**config.mk**
```make
export PLATFORM = sky130hd
export DESIGN_NAME = i2af_ctrl
export DESIGN_NICKNAME = d
export VERILOG_FILES = /design/src/rtl/core/i2af_pkg.sv /design/src/rtl/core/i2af_ctrl.sv
export SDC_FILE = /design/constraint.sdc
export NUM_CORES = 1
export LEC_CHECK = 0
export ABC_CLOCK_PERIOD_IN_PS = 950
export BUFFER_PORTS_ARGS = -buffer_cell sky130_fd_sc_hd__buf_2
export CAP_MARGIN = 20
export CELL_PAD_IN_SITES_DETAIL_PLACEMENT = 0
export CELL_PAD_IN_SITES_GLOBAL_PLACEMENT = 1
export CORE_AREA = 2 2 39 41
export DETAILED_ROUTE_END_ITERATION = 10
export DIE_AREA = 0 0 41 43
export PLACE_DENSITY = 0.43
export SETUP_SLACK_MARGIN = 0.2
export SLEW_MARGIN = 20
export SYNTH_ARGS = -nofsm -noshare
export SYNTH_HDL_FRONTEND = slang
export SYNTH_SLANG_ARGS = --single-unit
```
**constraint.sdc**
```tcl
create_clock -name aclk -period 0.95 [get_ports aclk]
set_input_delay 0.19 -clock aclk [delete_from_list [all_inputs] [get_ports aclk]]
set_output_delay 0.19 -clock aclk [all_outputs]
set_load 0.05 [all_outputs]
```
**src/rtl/core/i2af_pkg.sv**
```systemverilog
// Shared types, codes and character tables of the integer to ASCII formatter.
package i2af_pkg;

    // Width of the running character count (wraps)
    localparam int COUNT_BITS = 32;

    // Digit store: up to 16 hex digits of a 64-bit pointer
    localparam int DIG_MAX   = 16;
    localparam int DIG_IDX_W = $clog2(DIG_MAX);
    localparam int POS_W     = 5;          // holds text lengths up to 18

    // Conversion kinds
    localparam logic [2:0] KIND_SDEC = 3'd0;
    localparam logic [2:0] KIND_UDEC = 3'd1;
    localparam logic [2:0] KIND_LHEX = 3'd2;
    localparam logic [2:0] KIND_UHEX = 3'd3;
    localparam logic [2:0] KIND_PTR  = 3'd4;

    // Reciprocal of ten for a 32-bit dividend, used with a shift of 35
    localparam logic [31:0] RECIP10       = 32'hCCCC_CCCD;
    localparam int          RECIP10_SHIFT = 35;

    // ASCII characters
    localparam logic [7:0] CH_ZERO   = 8'h30;
    localparam logic [7:0] CH_MINUS  = 8'h2D;
    localparam logic [7:0] CH_X      = 8'h78;
    localparam logic [7:0] CH_LPAREN = 8'h28;
    localparam logic [7:0] CH_N      = 8'h6E;
    localparam logic [7:0] CH_I      = 8'h69;
    localparam logic [7:0] CH_L      = 8'h6C;
    localparam logic [7:0] CH_RPAREN = 8'h29;
    localparam logic [7:0] CH_LA     = 8'h61;   // 'a'
    localparam logic [7:0] CH_UA     = 8'h41;   // 'A'

    // Length of the text written for a null pointer
    localparam logic [POS_W-1:0] NIL_LEN = 5'd5;

    // Commands from the controller to the datapath
    typedef struct packed {
        logic load;     // capture a new request
        logic step;     // extract one digit
        logic adv;      // advance to the next character
    } i2af_cmd_t;

    // Status from the datapath to the controller
    typedef struct packed {
        logic kind_ok;  // incoming kind is known
        logic nil;      // incoming request is a null pointer
        logic ext_done; // digit being extracted is the last one
        logic emit_last;// current character ends the text
    } i2af_sts_t;

    // Map a digit to its character
    function automatic logic [7:0] digit_char(input logic [3:0] d, input logic upper);
        logic [7:0] base;
        base = upper ? CH_UA : CH_LA;
        if (d < 4'd10) begin
            digit_char = CH_ZERO + 8'(d);
        end else begin
            digit_char = base + 8'(d - 4'd10);
        end
    endfunction

    // Characters of "(nil)"
    function automatic logic [7:0] nil_char(input logic [2:0] p);
        case (p)
            3'd0:    nil_char = CH_LPAREN;
            3'd1:    nil_char = CH_N;
            3'd2:    nil_char = CH_I;
            3'd3:    nil_char = CH_L;
            default: nil_char = CH_RPAREN;
        endcase
    endfunction

endpackage

```
**src/rtl/core/i2af_ctrl.sv**
```systemverilog
// Controller state machine of the formatter: capture, extract digits, emit text.
module i2af_ctrl
    import i2af_pkg::*;
(
    input  logic      aclk,
    input  logic      aresetn,
    input  logic      s_tvalid,
    output logic      s_tready,
    output logic      m_tvalid,
    input  logic      m_tready,
    input  i2af_sts_t sts,
    output i2af_cmd_t cmd
);

    localparam logic [1:0] ST_IDLE    = 2'd0;
    localparam logic [1:0] ST_EXTRACT = 2'd1;
    localparam logic [1:0] ST_EMIT    = 2'd2;

    logic [1:0] state_reg;
    logic [1:0] state_next;

    // Next state and commands
    always_comb begin
        state_next = state_reg;
        cmd        = '0;
        s_tready   = 1'b0;
        m_tvalid   = 1'b0;
        case (state_reg)
            ST_IDLE: begin
                s_tready = 1'b1;
                if (s_tvalid && sts.kind_ok) begin
                    cmd.load   = 1'b1;
                    state_next = sts.nil ? ST_EMIT : ST_EXTRACT;
                end
            end
            ST_EXTRACT: begin
                cmd.step = 1'b1;
                if (sts.ext_done) begin
                    state_next = ST_EMIT;
                end
            end
            ST_EMIT: begin
                m_tvalid = 1'b1;
                if (m_tready) begin
                    cmd.adv = 1'b1;
                    if (sts.emit_last) begin
                        state_next = ST_IDLE;
                    end
                end
            end
            default: begin
                state_next = ST_IDLE;
            end
        endcase
    end

    // Hold the state
    always_ff @(posedge aclk) begin
        if (!aresetn) begin
            state_reg <= ST_IDLE;
        end else begin
            state_reg <= state_next;
        end
    end

endmodule

```
Yosys cells after proc, flatten, opt, wreduce, memory -nomap -nowiden:

Index checks and enable logic that the tools add are counted.

* register bits after elaboration: 2
* output and inout bits: 5
* logic and storage cells: 23

* eq/ne operators: 6
* muxes and demuxes: 13
* reductions and logical operators: 3

Operator list (number)
* 2-to-1 mux 2 bit: 5
* != test 2 bit, second input constant: 4
* 2-to-1 mux 1 bit: 7
* one-hot mux 2 bit (3 select lines): 1
* AND reduction 4 bit: 1
* == test 2 x 1 -> 1 bit, second input constant: 1
* == test 2 bit, second input constant: 1
* logical NOT 2 bit: 1
* logical AND 1 bit: 1

Longest topological paths before layout:

Gate-level depths: netlist (run 1).

* word-level depth: 3
* depth in mapped cells: 3
* mapped depth without buffers: 3

Worst setup path after synthesis (run 1):

OpenSTA, ideal clock, no wires.

* kind: reg-to-output
* start: register state_reg[0]
* end: output cmd[2] in the netlist's numbering
* data arrival time: 1587 ps
* required time: 760 ps
* path slack: -827 ps
* stages on the path, launching flop included: 3
* buffers on the path: 0
* cell sequence: dfxtp_1 > nor2_1 > and3_1

RTL lines
* start: declaration: line i2af_ctrl.sv:19 `logic [1:0] state_reg;`
* start signal: assignment: line i2af_ctrl.sv:62 `state_reg <= state_next;`
* end: declaration: line i2af_ctrl.sv:12 `output i2af_cmd_t cmd`

==> results_dict.tcl, run 1 <==
set metrics [dict create \
    stdcell_count 47 \
    relSlewSlack_pct 84.7 \
    fin_tns_setup_ns -1.29 \
    multiInputGateArea_um2 110 \
    synth.distinct_cells 12 \
    cts.reportedPaths.clkPinSlew_ns 0.03 \
    seq_area_um2 47.5 \
    rrSetupSlack_ns -0.04 \
    hold_path.startpoint "aresetn" \
    gr-usage-all-layers_pct 5.71 \
    grt_pass1_vias 157 \
    peakVddDrop_mv 0.468 \
    grt_max_degree 5 \
    insertion_delay_ns 0.22 \
    gp_congestion 0.626 \
    largest_reg_flops 2 \
    io_buffer_count 12 \
    ys_warn_count 0 \
    period_share_pct 133 \
    critical_path.cell_chain "nand2b_4, clkinvlp_4, and2_4, buf_6" \
    wl_per_cell_um 9.09 \
    viasPerCell 3.64 \
    worst_setup_path_start_kind "flip-flop" \
    worst_path_max_delay_cell "dfxtp_4" \
    avgSynthCellArea_um2 8.58 \
    nNetsFinal 41 \
    cts_made_buffers 3 \
    min_path_type "in2reg" \
    routed_wl_um 427 \
    syn-num-nets 22 \
    coreArea_um2 1380 \
    drt_iter0_drc 0 \
    finClkSkew_ns 0.00306 \
    die_y_um 43 \
    drc 0 \
    cts.sink_count 2 \
    layout_setup_ws_ns -0.316 \
    cp_data_required_time_ns 0.76 \
    clockBufferDepth 2 \
    crit_buf_inv 2 \
    cp-startpoint "state_reg[0]$_SDFFE_PN0P_" \
    cap_violations 0 \
    path_max_fanout 4 \
    total_power_mw 0.439 \
    dp.cells 43 \
    syn_area_um2 120 \
    status "finished with violations" \
    ys_seq_elements 2 \
    die_area_um2 1760 \
    cts_tree "yes" \
    cp-end-kind "output port" \
    p_leak_nw 0.140 \
    grt_pass1_wl_um 607 \
    fin_crit_ns 1.27 \
    rows 14 \
    drive_gt1_share_pct 90.3 \
    hpwl_um 305 \
    fillers 149 \
    critPathTopFamily "flip-flops" \
    violations "setup timing" \
    rsz0062_at_grt "true" \
    start_util_pct 8.68 \
    grt-ovfl-total 0 \
    holdBufCountCts 0 \
    seq_area_frac_synth_pct 33.3 \
    setup_viol 7 \
    hold_viol 0 \
    num_vias 171 \
    dr.pass1.iters 1 \
    fmax_ghz 0.790 \
    finalMaxSlewViolations 0 \
    h-tree-depth 1 \
    cp_slowest_stage_delay_ns 0.36 \
    power.density_nw_per_um2 1350 \
    area_growth_pct 171 \
    num_io_pins 13 \
    crit_arrival_ns 1.08 \
    path_class "reg2out" \
    syn_inst 14 \
    cts-root-buf "clkbuf_4" \
    ant_nets 0 \
    antenna_cells 0 \
    reg2reg_from "state_reg[0]$_SDFFE_PN0P_" \
    tightestPinTransition_ns 0.230 \
    chipWidth_um 41 \
    antenna_found_initial 0 \
    holdWs_ns 0.263 \
]
[synthesized netlist by cell type]
cell / n / area [um^2]
mux2i_1: 1 / 10.0
a21bo_2: 1 / 10.0
and3_1: 1 / 6.26
o32ai_1: 1 / 8.76
nand2b_1: 2 / 12.5
nor3b_1: 1 / 7.51
a21oi_1: 1 / 5.00
dfxtp_1: 2 / 40.0
and2_1: 1 / 6.26
inv_1: 1 / 3.75
nor2_1: 1 / 3.75
nor2b_1: 1 / 6.26
[cells by family after synthesis]
family | Yosys count | synth area share [%]
buf+inv | 1 | 3.12
flops | 2 | 33.3
simple gates | 7 | 35.4
mux | 1 | 8.33
compound gates | 3 | 19.8
[layout make-up]
cell class              count  area share (%)
repair buffers             14            36.2
multi-input cells          11            33.8
flip-flops and latches      2            14.6
clock buffers               3            6.92
well taps                  16            6.15
inverters                   1            2.31
[power by group]
part	internal, mW	switching, mW
Clock	0.139	0.0490
Combinational	0.0744	0.0808
Sequential	0.0872	0.00853
Total	0.301	0.138
[per-stage QoR]
stage / utilization (%) / cell area, um^2 / worst slack (ns)
2_1_floorplan: - / 161 / -0.249
3_3_place_gp: 18.0 / 249 / -0.149
3_5_place_dp: 18.0 / 249 / -0.153
4_1_cts: 21.7 / 300 / -0.328
5_1_grt: 23.5 / 325 / -0.354
6_report: 23.5 / 325 / -0.316
[tightest hold or removal path, stage by stage]
cell and delay (ns):
buf_2 0.10, nand2b_1 0.10, nor3b_2 0.05
[placed cells by master, fill, tap and decap left out]
cell and n:
nand2b_1 1, dfxtp_4 2, buf_4 2, clkbuf_4 3
mux2i_2 1, a21oi_1 1, nor2b_2 1, clkinvlp_4 1
and2_4 1, nor3b_2 1, buf_6 2, and3_4 1
buf_2 7, buf_8 3, a21bo_2 1, nand2b_4 1
o32ai_1 1, nor2_4 1
[metal layers]
layer  up-vias  part of all wire [%]  track usage [%]  wire length [um]
met2        13                    37             5.63               159
met5         -                     0                0                 0
met3         0                    15             3.66                65
met4         0                     0             8.00                 0
met1        72                    47             6.37               202
li1         86                     -                -                 -
[final timing paths]
kind | depth (start not counted) | to
worst max-delay path | 4 | cmd[0]
worst min-delay path | 3 | state_reg[0]$_SDFFE_PN0P_
worst max register to register | 3 | state_reg[1]$_SDFFE_PN0P_
worst min register to register | 2 | state_reg[1]$_SDFFE_PN0P_
[what timing repair did]
item	4_1_cts	5_1_grt
pin swaps	3	0
gates resized for setup	9	6
endpoints found under the setup margin	7	7
buffers inserted	0	1
No activity file was read; power rests on OpenSTA's default activity.
==> run 2, diff against run 1 <==
PLACE_DENSITY = 0.41   (was 0.43)
==> run 2 against run 1 <==
Against the previous run:
- the run still ends with setup timing left
- worst setup slack improved by 0.00073 ns
- critical path depth did not move
- global-route usage rose by 0.21 points
- utilization fell by 0.63 points
- flip-flop and latch count did not move
- hold slack got worse by 0.0068 ns
- non-clock buffer count fell by 1
- combinational power fell by 5%
- critical endpoint unchanged
==> results_dict.tcl, run 2 (synthesis results as in run 1) <==
set metrics [dict create \
    status "finished with violations" \
    violations "setup timing" \
    path_class "reg2out" \
    cp-end-kind "output port" \
    cts-root-buf "clkbuf_4" \
    fin_crit_ns 1.27 \
    gr-usage-all-layers_pct 5.91 \
    ant_nets 0 \
    grt_max_degree 5 \
    drc 0 \
    layout_commonest_cell "buf_2" \
    dp.cells 43 \
    fmax_ghz 0.790 \
    p_sw_share_pct 32.0 \
    start_util_pct 8.68 \
    num_vias 164 \
    nNetsFinal 40 \
    p_sw_mw 0.139 \
    worst_setup_path_start_kind "flip-flop" \
    drt_iter0_drc 0 \
    cts.sink_count 2 \
    setup_viol 6 \
    relSlewSlack_pct 83.5 \
    pwr-share-seq_pct 22.1 \
    p_leak_nw 0.133 \
    drive_gt1_share_pct 90.0 \
    finalMaxSlewViolations 0 \
    rsz0062_at_grt "true" \
    h-tree-depth 1 \
    cap_violations 0 \
    rows 14 \
    chipWidth_um 41 \
    largest_reg_flops 2 \
    period_share_pct 133 \
    layout_common_cells "buf_2 (8), clkbuf_4 (3), buf_8 (2), buf_6 (2), dfxtp_4 (2)" \
    postCtsSetupBuffers 0 \
    combPwrFrac_pct 34.2 \
    gp_congestion 0.613 \
    grt-ovfl-total 0 \
    hold_viol 0 \
    coreArea_um2 1380 \
    clockBufferDepth 2 \
    area_growth_pct 164 \
    insertion_delay_ns 0.23 \
    finClkSkew_ns 0.00307 \
    grt_pass1_wl_um 621 \
    cts.reportedPaths.clkPinSlew_ns 0.03 \
    dr.pass1.iters 1 \
    holdBufCountCts 0 \
    die_y_um 43 \
    tightestPinTransition_ns 0.250 \
    peakVddDrop_mv 0.358 \
    routed_wl_um 371 \
    num_io_pins 13 \
    antenna_found_initial 0 \
    stdcell_count 46 \
    fin_tns_setup_ns -1.28 \
    grt_pass1_vias 169 \
    die_area_um2 1760 \
    p_int_mw 0.295 \
    pwr-share-clk_pct 43.7 \
    cts_made_buffers 3 \
    cp_data_required_time_ns 0.76 \
    wl_per_cell_um 8.07 \
    cts_tree "yes" \
    antenna_cells 0 \
    crit_arrival_ns 1.08 \
    layout_setup_ws_ns -0.315 \
    viasPerCell 3.57 \
    power.density_nw_per_um2 1370 \
    min_path_type "in2reg" \
    io_buffer_count 12 \
    path_max_fanout 4 \
]
==> run 2: cell count changes in the layout (fill, tap and decap cells not counted), sizes merged <==
cell	previous run	this run
buf	14	13
==> run 2: stage by stage <==
stage | utilization [%] | instance area, um^2 | setup slack (ns) | hold slack (ns) | total power, mW
finish | 22.9 | 317 | -0.315 | 0.256 | 0.433
global route | 22.9 | 317 | -0.354 | 0.290 | 0.455
CTS | 22.0 | 304 | -0.329 | 0.252 | 0.435
detailed placement | 18.0 | 249 | -0.158 | 0.490 | 0.218
global placement | 18.0 | 249 | -0.155 | 0.483 | 0.217
floorplan | - | 161 | -0.249 | 0.360 | 0.183
==> run 2: layout make-up <==
class                   count  area, um^2
inverters                   1        7.51
well taps                  16        20.0
clock buffers               3        22.5
fillers                   153        1070
multi-input cells          11         119
repair buffers             13         100
flip-flops and latches      2        47.5
==> run 2: layer usage <==
layer | vias up | part of all wire (%) | GRT usage [%]
li1 | 81 | - | -
met5 | - | 0 | 0
met2 | 14 | 39 | 6.56
met1 | 67 | 46 | 6.39
met3 | 2 | 11 | 3.14
met4 | 0 | 3.8 | 8.00
==> run 2: worst paths after layout <==
check | start | end | slack, ns | depth (start not counted)
worst max-delay path | state_reg[0]$_SDFFE_PN0P_ | cmd[0] | -0.32 | 4
worst min-delay path | aresetn | state_reg[0]$_SDFFE_PN0P_ | 0.26 | 3
worst max register to register | state_reg[0]$_SDFFE_PN0P_ | state_reg[1]$_SDFFE_PN0P_ | -0.08 | 3
worst min register to register | state_reg[1]$_SDFFE_PN0P_ | state_reg[1]$_SDFFE_PN0P_ | 0.56 | 2
==> run 2: power groups by stage <==
stage / sequential (mW) / combinational (mW) / clock [mW]
2_1_floorplan: 0.0962 / 0.0867 / 0
3_3_place_gp: 0.0969 / 0.120 / 0
3_5_place_dp: 0.0968 / 0.121 / 0
4_1_cts: 0.0958 / 0.142 / 0.198
5_1_grt: 0.0964 / 0.158 / 0.201
6_report: 0.0956 / 0.148 / 0.189
==> run 2: worst max-delay path, cell delays in order (launching register included) <==
cell and delay [ns]:
dfxtp_4 0.36, nand2b_4 0.14, clkinvlp_4 0.08, and2_4 0.13
buf_6 0.14
==> run 2: repair_timing <==
| item | CTS | global route |
|---|---|---|
| pin swaps | 3 | 0 |
| resized for setup | 10 | 2 |
| setup endpoints to repair | 7 | 7 |
| endpoints found under the hold margin | 0 | 0 |
==> run 3, diff against run 2 <==
ABC_AREA = 0   (was unset)
TNS_END_PERCENT = 20   (was unset)
==> run 3 against run 2 <==
Against the previous run:
- the run still ends with setup timing left
- clock-buffer cell count rose by 1
- via count rose by 1.8%
- wire length rose by 7.0%
- flip-flop and latch count did not move
- largest cell class unchanged
- critical path type unchanged
- highest routed layer is now met3
==> results_dict.tcl, run 3 (synthesis results as in run 1) <==
set metrics [dict create \
    status "finished with violations" \
    violations "setup timing" \
    cts.sink_count 2 \
    fmax_ghz 0.788 \
    antenna_cells 0 \
    final_util_pct 23.8 \
    grt_pass1_wl_um 538 \
    cts_tree "yes" \
    coreArea_um2 1380 \
    antenna_found_initial 0 \
    grt-ovfl-total 0 \
    io_buffer_count 12 \
    viasPerCell 3.41 \
    drt_iter0_drc 0 \
    area_growth_pct 174 \
    place_area_um2 248 \
    period_share_pct 134 \
    fin_area_um2 329 \
    critical_path.cell_chain "nand2b_4, clkinvlp_4, and2_4, buf_6" \
    chipWidth_um 41 \
    drc 0 \
    cp_data_required_time_ns 0.76 \
    fin_crit_ns 1.27 \
    fin_tns_setup_ns -1.22 \
    nNetsFinal 42 \
    finClkSkew_ns 0.00722 \
    hold_viol 0 \
    p_leak_nw 0.144 \
    crit_arrival_ns 1.08 \
    cts-root-buf "clkbuf_4" \
    clockBufferDepth 2 \
    hpwl_um 334 \
    rsz0062_at_grt "true" \
    peakVddDrop_mv 0.509 \
    relSlewSlack_pct 83.5 \
    grt_max_degree 6 \
    drive_gt1_share_pct 87.9 \
    grt_pass1_vias 152 \
    setup_viol 7 \
    finalMaxSlewViolations 0 \
    layout_commonest_cell "buf_2" \
    min_path_type "in2reg" \
    ant_nets 0 \
    start_util_pct 8.68 \
    cap_violations 0 \
    tightestPinTransition_ns 0.249 \
    holdWs_ns 0.258 \
    die_y_um 43 \
    largest_reg_flops 2 \
    worst_setup_path_start_kind "flip-flop" \
    power.density_nw_per_um2 1390 \
    path_class "reg2out" \
    die_area_um2 1760 \
    num_vias 167 \
    worst_path_max_delay_cell "dfxtp_4" \
    wl_per_cell_um 8.10 \
    gr-usage-all-layers_pct 5.31 \
    layout_setup_ws_ns -0.319 \
    insertion_delay_ns 0.23 \
    dr.pass1.iters 1 \
    rows 14 \
    path_max_fanout 4 \
    cp-end-kind "output port" \
    cts_made_buffers 3 \
    num_io_pins 13 \
    rrSetupSlack_ns -0.05 \
    layout_common_cells "buf_2 (8), clkbuf_4 (3), buf_4 (3)" \
    cts.reportedPaths.clkPinSlew_ns 0.04 \
    gp_congestion 0.518 \
    h-tree-depth 1 \
    cp_slowest_stage_delay_ns 0.36 \
    routed_wl_um 397 \
]
[run 3: cell types whose count changed in the layout (fill, tap and decap cells not counted)]
cell	previous run	this run
nor2b_2	1	0
mux2i_4	1	0
nor2b_4	0	1
dfxtp_4	2	1
clkbuf_1	0	1
buf_4	1	3
dfxtp_2	0	1
mux2i_2	0	1
[run 3: worst paths after layout]
path / depth (start not counted) / endpoint / from
max: 4 / cmd[0] / state_reg[0]$_SDFFE_PN0P_
min: 3 / state_reg[0]$_SDFFE_PN0P_ / aresetn
max reg2reg: 3 / state_reg[1]$_SDFFE_PN0P_ / state_reg[0]$_SDFFE_PN0P_
min reg2reg: 2 / state_reg[1]$_SDFFE_PN0P_ / state_reg[1]$_SDFFE_PN0P_
[run 3: stage by stage]
step,worst slack (ns),cells,total power [mW]
global route,-0.364,49,0.496
finish,-0.319,49,0.458
floorplan,-0.251,14,0.181
detailed placement,-0.204,44,0.220
global placement,-0.172,44,0.218
CTS,-0.342,48,0.463
[run 3: per-layer routing]
metal  wire, um  vias up  track usage, %  part of all wire [%]
met5          0        -               0                     0
met4          0        0            8.00                     0
met3         30        0            3.14                   7.6
met2        229        6            6.88                    58
met1        138       72            4.15                    35
li1           -       89               -                     -
[run 3: cell type report]
type                       instances  area (um^2)
timing repair buffer              15          115
multi-input combinational         11          115
fill                             165         1050
inverter                           1         7.51
tap                               16         20.0
sequential                         2         45.0
clock buffer                       4         26.3
[run 3: critical path: cells and delay by family, from the launching register on]
family / cells / cell delay [ns]
DFF: 1 / 0.36
and+or+nand+nor: 2 / 0.27
buffers and inverters: 2 / 0.21
[run 3: power by group]
part / switching [mW] / internal, mW / leakage, nW
clock: 0.0549 / 0.156 / 0.0150
combinational: 0.0798 / 0.0699 / 0.112
sequential: 0.00819 / 0.0884 / 0.0175
total: 0.143 / 0.315 / 0.144
[run 3: timing repair]
action | 4_1_cts | 5_1_grt
setup buffers | 0 | 1
gates resized for setup | 10 | 4
pin swaps | 2 | 0
hold buffers | 0 | 0
setup endpoints to repair | 7 | 7
